--- src/hw/rtl/rate_to_quadrature_generator_assert.svh ---
// Assertion macros for the rate to quadrature generator.
`ifndef RATE_TO_QUADRATURE_GENERATOR_ASSERT_SVH
`define RATE_TO_QUADRATURE_GENERATOR_ASSERT_SVH

// Same-cycle implication, checked outside reset.
`define RQG_ASSERT_NOW(lbl, ante, cons, msg) \
  lbl: assert property (@(posedge clk) disable iff (!rst_n) (ante) |-> (cons)) \
    else $error(msg);

// Next-cycle implication, checked outside reset.
`define RQG_ASSERT_NEXT(lbl, ante, cons, msg) \
  lbl: assert property (@(posedge clk) disable iff (!rst_n) (ante) |=> (cons)) \
    else $error(msg);

`endif

--- src/hw/rtl/rqg_pkg.sv ---
// Types and constants for the rate to quadrature generator.
package rqg_pkg;

  localparam int NUM_W          = 20;
  localparam int LIM_W          = 16;
  localparam int RATE_W         = 16;
  localparam int MAG_W          = 16;
  localparam int DIV_CNT_W      = $clog2(NUM_W);
  localparam int CFG_IDX_W      = 2;
  localparam int CFG_DATA_W     = NUM_W;
  localparam int PERIOD_BITS_DEF = 20;

  localparam logic [NUM_W-1:0] PERIOD_NUMERATOR_RST = NUM_W'(720000);
  localparam logic [LIM_W-1:0] LOW_LIMIT_RST        = LIM_W'(16);
  localparam logic [LIM_W-1:0] HIGH_LIMIT_RST       = LIM_W'(4480);

  localparam logic [CFG_IDX_W-1:0] CFG_PERIOD_NUMERATOR = CFG_IDX_W'(0);
  localparam logic [CFG_IDX_W-1:0] CFG_LOW_LIMIT        = CFG_IDX_W'(1);
  localparam logic [CFG_IDX_W-1:0] CFG_HIGH_LIMIT       = CFG_IDX_W'(2);

  localparam logic FUNC_RATE = 1'b0;
  localparam logic FUNC_TICK = 1'b1;

  typedef struct packed {
    logic                     func;
    logic signed [RATE_W-1:0] rate;
  } in_t;

  typedef struct packed {
    logic line_a;
    logic line_b;
    logic running;
  } out_t;

  typedef enum logic [2:0] {
    ST_IDLE = 3'b001,
    ST_DIV  = 3'b010,
    ST_FIN  = 3'b100
  } state_t;

endpackage

--- src/hw/rtl/rate_to_quadrature_generator.sv ---
// Rate to quadrature generator: rate samples set a step period, ticks step the lines.
// Every request yields one result. A tick request or an out-of-band rate sample
// is answered straight from the idle state. An in-band rate sample passes through
// the accept cycle, a bit-serial restoring divider (one quotient bit of
// period_numerator / |rate| per cycle through a single shared subtractor), and
// a finish step that saturates the quotient and updates the generator. The input is
// stalled while a division runs or while an undelivered result waits.
module rate_to_quadrature_generator #(
  parameter int PERIOD_BITS = rqg_pkg::PERIOD_BITS_DEF
) (
  input  logic                             clk,
  input  logic                             rst_n,
  input  logic                             in_valid,
  output logic                             in_stall,
  input  rqg_pkg::in_t                     in_data,
  output logic                             out_valid,
  input  logic                             out_stall,
  output rqg_pkg::out_t                    out_data,
  input  logic                             cfg_we,
  input  logic [rqg_pkg::CFG_IDX_W-1:0]    cfg_index,
  input  logic [rqg_pkg::CFG_DATA_W-1:0]   cfg_data
);

  `include "rate_to_quadrature_generator_assert.svh"

  localparam int NUM_W  = rqg_pkg::NUM_W;
  localparam int MAG_W  = rqg_pkg::MAG_W;
  localparam int LIM_W  = rqg_pkg::LIM_W;
  localparam int CNT_W  = rqg_pkg::DIV_CNT_W;
  localparam int WIDE_W = (PERIOD_BITS > NUM_W) ? PERIOD_BITS : NUM_W;
  localparam logic [PERIOD_BITS-1:0] PERIOD_MASK = '1;

  rqg_pkg::state_t state_r, state_nxt;

  logic [NUM_W-1:0]       period_num_r;
  logic [LIM_W-1:0]       low_limit_r, high_limit_r;
  logic [PERIOD_BITS-1:0] step_period_r, step_period_nxt;
  logic [PERIOD_BITS-1:0] tick_count_r, tick_count_nxt;
  logic [1:0]             phase_r, phase_nxt;
  logic                   reverse_r, reverse_nxt;
  logic                   active_r, active_nxt;
  logic                   level_a_r, level_a_nxt;
  logic                   level_b_r, level_b_nxt;
  logic                   out_valid_r, out_valid_nxt;
  logic                   neg_r, neg_nxt;
  logic [CNT_W-1:0]       cnt_r, cnt_nxt;

  logic [NUM_W-1:0]       quo_r, quo_nxt;
  logic [MAG_W-1:0]       rem_r, rem_nxt;
  logic [MAG_W-1:0]       dvs_r, dvs_nxt;

  logic                   in_acc, out_acc;
  logic                   rate_neg;
  logic [MAG_W-1:0]       rate_mag;
  logic                   in_band;
  logic [MAG_W:0]         rem_sh;
  logic [MAG_W+1:0]       trial;
  logic [WIDE_W-1:0]      q_wide;
  logic [PERIOD_BITS-1:0] q_sat, q_fin;
  logic [PERIOD_BITS-1:0] tick_inc;
  logic [1:0]             ph_adv;
  logic                   adv_a, adv_b;

  assign in_acc   = in_valid && !in_stall;
  assign out_acc  = out_valid_r && !out_stall;
  assign in_stall = !rst_n || (state_r != rqg_pkg::ST_IDLE) || (out_valid_r && out_stall);

  assign out_valid        = out_valid_r;
  assign out_data.line_a  = level_a_r;
  assign out_data.line_b  = level_b_r;
  assign out_data.running = active_r;

  assign rate_neg = in_data.rate[rqg_pkg::RATE_W-1];
  assign rate_mag = rate_neg ? MAG_W'(-in_data.rate) : MAG_W'(in_data.rate);
  assign in_band  = (rate_mag > low_limit_r) && (rate_mag < high_limit_r);

  // restoring divide step
  assign rem_sh = {rem_r, quo_r[NUM_W-1]};
  assign trial  = {1'b0, rem_sh} - {2'b00, dvs_r};

  // quotient saturation and zero fixup
  assign q_wide = WIDE_W'(quo_r);
  assign q_sat  = (q_wide > WIDE_W'(PERIOD_MASK)) ? PERIOD_MASK : PERIOD_BITS'(q_wide);
  assign q_fin  = (q_sat == '0) ? PERIOD_BITS'(1) : q_sat;

  assign tick_inc = (tick_count_r != PERIOD_MASK) ? tick_count_r + PERIOD_BITS'(1)
                                                  : tick_count_r;
  assign ph_adv   = phase_r + 2'd1;

  always_comb begin
    unique case (ph_adv)
      2'd1: begin
        adv_a = 1'b1;
        adv_b = 1'b1;
      end
      2'd2: begin
        adv_a = !reverse_r;
        adv_b = reverse_r;
      end
      2'd3: begin
        adv_a = 1'b0;
        adv_b = 1'b0;
      end
      default: begin
        adv_a = reverse_r;
        adv_b = !reverse_r;
      end
    endcase
  end

  always_comb begin
    state_nxt       = state_r;
    step_period_nxt = step_period_r;
    tick_count_nxt  = tick_count_r;
    phase_nxt       = phase_r;
    reverse_nxt     = reverse_r;
    active_nxt      = active_r;
    level_a_nxt     = level_a_r;
    level_b_nxt     = level_b_r;
    neg_nxt         = neg_r;
    cnt_nxt         = cnt_r;
    quo_nxt         = quo_r;
    rem_nxt         = rem_r;
    dvs_nxt         = dvs_r;
    out_valid_nxt   = out_valid_r && !out_acc;

    unique case (state_r)
      rqg_pkg::ST_IDLE: begin
        if (in_acc) begin
          if (in_data.func == rqg_pkg::FUNC_TICK) begin
            out_valid_nxt = 1'b1;
            if (active_r) begin
              if (tick_inc >= step_period_r) begin
                tick_count_nxt = '0;
                phase_nxt      = ph_adv;
                level_a_nxt    = adv_a;
                level_b_nxt    = adv_b;
              end else begin
                tick_count_nxt = tick_inc;
              end
            end
          end else if (in_band) begin
            neg_nxt   = rate_neg;
            quo_nxt   = period_num_r;
            rem_nxt   = '0;
            dvs_nxt   = rate_mag;
            cnt_nxt   = CNT_W'(NUM_W - 1);
            state_nxt = rqg_pkg::ST_DIV;
          end else begin
            active_nxt    = 1'b0;
            out_valid_nxt = 1'b1;
          end
        end
      end
      rqg_pkg::ST_DIV: begin
        if (trial[MAG_W+1]) begin
          rem_nxt = rem_sh[MAG_W-1:0];
        end else begin
          rem_nxt = trial[MAG_W-1:0];
        end
        quo_nxt = {quo_r[NUM_W-2:0], !trial[MAG_W+1]};
        cnt_nxt = cnt_r - CNT_W'(1);
        if (cnt_r == '0) begin
          state_nxt = rqg_pkg::ST_FIN;
        end
      end
      rqg_pkg::ST_FIN: begin
        step_period_nxt = q_fin;
        reverse_nxt     = neg_r;
        if (!active_r) begin
          tick_count_nxt = '0;
        end
        active_nxt    = 1'b1;
        out_valid_nxt = 1'b1;
        state_nxt     = rqg_pkg::ST_IDLE;
      end
      default: begin
        state_nxt = rqg_pkg::ST_IDLE;
      end
    endcase
  end

  always_ff @(posedge clk) begin
    if (!rst_n) begin
      state_r       <= rqg_pkg::ST_IDLE;
      period_num_r  <= rqg_pkg::PERIOD_NUMERATOR_RST;
      low_limit_r   <= rqg_pkg::LOW_LIMIT_RST;
      high_limit_r  <= rqg_pkg::HIGH_LIMIT_RST;
      step_period_r <= '0;
      tick_count_r  <= '0;
      phase_r       <= '0;
      reverse_r     <= 1'b0;
      active_r      <= 1'b0;
      level_a_r     <= 1'b0;
      level_b_r     <= 1'b0;
      out_valid_r   <= 1'b0;
      neg_r         <= 1'b0;
      cnt_r         <= '0;
    end else begin
      state_r       <= state_nxt;
      step_period_r <= step_period_nxt;
      tick_count_r  <= tick_count_nxt;
      phase_r       <= phase_nxt;
      reverse_r     <= reverse_nxt;
      active_r      <= active_nxt;
      level_a_r     <= level_a_nxt;
      level_b_r     <= level_b_nxt;
      out_valid_r   <= out_valid_nxt;
      neg_r         <= neg_nxt;
      cnt_r         <= cnt_nxt;
      if (cfg_we) begin
        unique case (cfg_index)
          rqg_pkg::CFG_PERIOD_NUMERATOR: period_num_r <= cfg_data;
          rqg_pkg::CFG_LOW_LIMIT:        low_limit_r  <= cfg_data[LIM_W-1:0];
          rqg_pkg::CFG_HIGH_LIMIT:       high_limit_r <= cfg_data[LIM_W-1:0];
          default: ;
        endcase
      end
    end
  end

  // divider datapath
  always_ff @(posedge clk) begin
    quo_r <= quo_nxt;
    rem_r <= rem_nxt;
    dvs_r <= dvs_nxt;
  end

  `RQG_ASSERT_NOW(a_busy_no_result, state_r != rqg_pkg::ST_IDLE, !out_valid_r, "result pending during divide")
  `RQG_ASSERT_NOW(a_active_period, active_r, step_period_r != '0, "active with zero period")
  `RQG_ASSERT_NEXT(a_fin_done, state_r == rqg_pkg::ST_FIN, out_valid_r && active_r, "finish left no running result")
  `RQG_ASSERT_NOW(a_fin_from_div, state_r == rqg_pkg::ST_FIN, $past(state_r) == rqg_pkg::ST_DIV && $past(cnt_r) == '0, "finish without full divide")

endmodule

--- config.mk ---
export PLATFORM = sky130hd
export DESIGN_NAME = rate_to_quadrature_generator
export DESIGN_NICKNAME = d
export VERILOG_FILES = /design/src/hw/rtl/rqg_pkg.sv /design/src/hw/rtl/rate_to_quadrature_generator.sv
export VERILOG_INCLUDE_DIRS = /design/src /design/src/hw/rtl
export SDC_FILE = /design/constraint.sdc
export NUM_CORES = 1
export LEC_CHECK = 0
export BUFFER_PORTS_ARGS = -buffer_cell sky130_fd_sc_hd__buf_2
export CORE_MARGIN = 2
export CORE_UTILIZATION = 34
export CTS_CLUSTER_SIZE = 24
export DETAILED_ROUTE_END_ITERATION = 10
export PLACE_DENSITY = 0.6
export SETUP_SLACK_MARGIN = 0.1
export SYNTH_ARGS = -nofsm -noshare
export SYNTH_HDL_FRONTEND = slang
export SYNTH_SLANG_ARGS = --single-unit
--- constraint.sdc ---
create_clock -name clk -period 5.6 [get_ports clk]
set_clock_uncertainty 0.05 [all_clocks]
set_input_delay 0 -clock clk [delete_from_list [all_inputs] [get_ports clk]]
set_output_delay 0 -clock clk [all_outputs]
set_load 0.01 [all_outputs]
==> impl_results.md <==
- Hold Vio Cnt, Final: 0
- Initial Util: 0.3454
- Mean post-synth cell area: around 8.6 um^2
- Clk slew on worst S/H paths: 0.06 ns
- Total track usage: 0.1571
- Mapped Area: 9001 um^2
- CTS tree: done
- CP endpoint kind: flip-flop
- Die Height: 166.7 um
- Clk root buf: clkbuf_16
- Top FF cell, synth: dfxtp_1
- Worst skew pair latency: 0.42 ns
- Overall power: roughly 2700 uW
- Max_cap viols: 0
- Pin slew with the least headroom to its limit: 1.086 ns
- Max clock buf depth: 2
- ANT nets after route: 0
- Max H-tree Level: 4
- Peak VDD IR: 0.2203 mV
- Post-synth top area share: 0.2402
- Clock sinks: 160
- # rows: 59
- Total number of vias: around 7000
- Final WL: 21450 um
- Port-buffer cells: 48
- Post-synth EDFFs: 52
- Layout Nets: 1224
- Num CTS Buffers: 17
- Complex-gate fraction of the synthesized area: 0.1594
- Initial antenna violation count: 0
- Cts repair resizes: 0
- Min Tclk post-route: 4.553 ns
- Yosys warning total: 0
- Post-synthesis register bit count: 160
- Total Neg Setup Slack: 0 ns
- Slowest stage delay, CP: ~0.64 ns
- Post-Syn Instances: 1041
- Area of the core: 26060 um^2
- Syn_nets: 1160
- Die W: 166.7 um
- Initial DRC Count: 561
- TritonRoute pass-1 iters: 5
- Placer Congestion: approximately 0.8
- Largest area contributor in the netlist: dfxtp_1
- First-pass GRT wire length: roughly 36000 um
- Largest family of logic cells by synthesized area: simple AND/OR/NAND/NOR gates
- Achievable frequency: 219.6 MHz
- Num ports: roughly 50
- XOR/XNOR Fraction of Synth Area: 0.04184
- Inserted Diodes: 0
- Crit path kind: in2reg
- Slowest cell on crit path: inv_1
- Post-route DRC violation count: 0
- Worst path most repeated cell: nor4_1
- Setup crit start kind: input pin
- Netlist cell types: 69
- Final Slew Violations: 0
- DP HPWL: 15470 um
- Vias in the first global route: 7013
- Pwr dens: around 260 nW/um^2
- Relative slew slack: 0.2757
- Asr flop ratio synth: 0
- Mux cell area share after synthesis: 0.01960
- Area contributors post-synth: dfxtp_1, edfxtp_1, nand2_1
- Status: completed
- Setup Buffers After CTS: 0
- Critical Path, Cell by Cell: dlygate4sd3_1 > buf_2 > or4_1 > or2_2 > or3_1 > nor4_1 > ha_1 > nand4_1 > nor4_1 > a21oi_1 > o211ai_1 > nand3_1 > inv_1
- Critical path peak fanout: 16
- Leak: 0.004110 uW
- Hold Path Class: in2reg
- Final setup vio count: 0
- GRT overflow: 0
- Post-synthesis simple-gate area fraction: 0.1993
- Die ar.: about 28000 um^2
- Worst path arrival time: between 4 and 5 ns
- Post-synthesis sequential area ratio: 0.4137
- Fin crit share: 0.8131
- Adder-cell area share of the yosys netlist: 0.1051
- Largest net degree at the start of global routing: 90
- Worst Path Required: approximately 5.6 ns
- Post-DR vias/cell: between 4 and 5
- Drt wl/cell: 14.76 um
- Cts hold-fix bufs: 38
- RSZ-0062 raised after global routing: no
- Synth-to-layout area growth: 16.25%
- Layout cells sized above 1: 0.09750
==> cells by family after synthesis <==
kind of cell / count (synthesis)
XOR/XNOR: 43
adder cells (fa/ha/maj): 75
buffers and inverters: 132
AND/OR/NAND/NOR: 401
flip-flops: 160
AO/OA/AOI/OAI: 213
multiplexers: 17
==> worst paths after layout <==
check                         start                 to  slack [ns]  cells after the start
setup / recovery         in_data[6]           dvs_r[7]        1.05                     13
setup reg to reg    tick_count_r[3]    tick_count_r[9]        1.40                     14
hold reg to reg   step_period_r[16]  step_period_r[16]        0.42                      2
hold / removal               cfg_we    period_num_r[3]        0.04                      4
==> area by class of cell <==
type / instances / area, um^2
Fill cell: 2600 / 15600
Multi-Input combinational cell: 749 / 4745
Sequential cell: 160 / 3724
Timing Repair Buffer: 92 / 665.6
Clock buffer: 18 / 429.2
Tap cell: 335 / 419.2
Inverter: 85 / 319.1
Clock inverter: 14 / 162.7
==> cells in the mapped netlist (5+ instances only) <==
cell type	count
a22o_1	10
or3_1	5
nand2b_1	11
nor2b_1	9
ha_1	74
clkbuf_1	34
inv_1	85
or2_2	8
edfxtp_1	52
nand2_1	249
dfxtp_1	108
xnor2_1	34
nor2_1	42
o211ai_1	8
nor3_1	14
nand4_1	11
o21a_1	5
nand3_1	20
a21o_1	9
a31oi_1	14
buf_2	5
xor2_1	9
a21oi_1	49
o21ai_0	27
a21boi_0	60
mux2i_1	15
nor4_1	9
==> registers in the layout (all words and copies together) (netlist names), 5 cells and up <==
register and cells:
high_limit_r 16, cnt_r 5, low_limit_r 16, period_num_r 20, step_period_r 20, rem_r 16
dvs_r 16, tick_count_r 20, q_wide 20
==> critical path: cells and delay by family <==
family / cells / cell delay [ns]
simple gates: 7 / 2.72
buf+inv: 3 / 1.33
compound gates: 2 / 0.27
fa+ha+maj: 1 / 0.24
==> where the power goes <==
part           total (uW)  switching (uW)  internal [uW]  leakage [uW]
Sequential           1230            12.7           1220       0.00135
Clock                1190             485            701      0.000289
Combinational         257             146            111       0.00247
==> per-stage QoR <==
step | cells | hold WS [ns] | util | worst slack [ns] | cell area, um^2
3_5_place_dp | 1383 | 0.1759 | 0.3642 | 1.202 | 9492
3_3_place_gp | 1383 | 0.1676 | 0.3642 | 1.270 | 9492
2_1_floorplan | 1041 | 0.04887 | - | 1.511 | 9001
6_report | 1453 | 0.03696 | 0.4015 | 1.047 | 10460
5_1_grt | 1453 | 0.04987 | 0.4015 | 0.7192 | 10460
4_1_cts | 1453 | 0.01864 | 0.4015 | 1.096 | 10460
==> layout by cell type (no fill, tap or decap), types with 8 or more instances in the layout <==
master and count:
nor2_1 42, xor2_1 9, a21oi_1 49, nand3_1 20
a31oi_1 14, nor3_1 14, nand2b_1 11, dlygate4sd3_1 38
edfxtp_1 52, o211ai_1 8, nor2b_1 9, xnor2_1 34
or2_2 8, nand4_1 11, mux2i_1 15, clkbuf_16 17
a21boi_0 60, buf_2 48, nand2_1 249, o21ai_0 27
dfxtp_1 108, nor4_1 9, a21o_1 9, a22o_1 10
ha_1 74, inv_1 85
==> per-layer routing <==
metal,share of wire,up-vias,GRT usage
li1,-,3685,-
met1,0.50,3374,0.2229
met2,0.46,118,0.2512
met3,0.027,17,0.01925
met4,0.011,0,0.04610
met5,0,-,0
(Power assumes the default switching activity.)
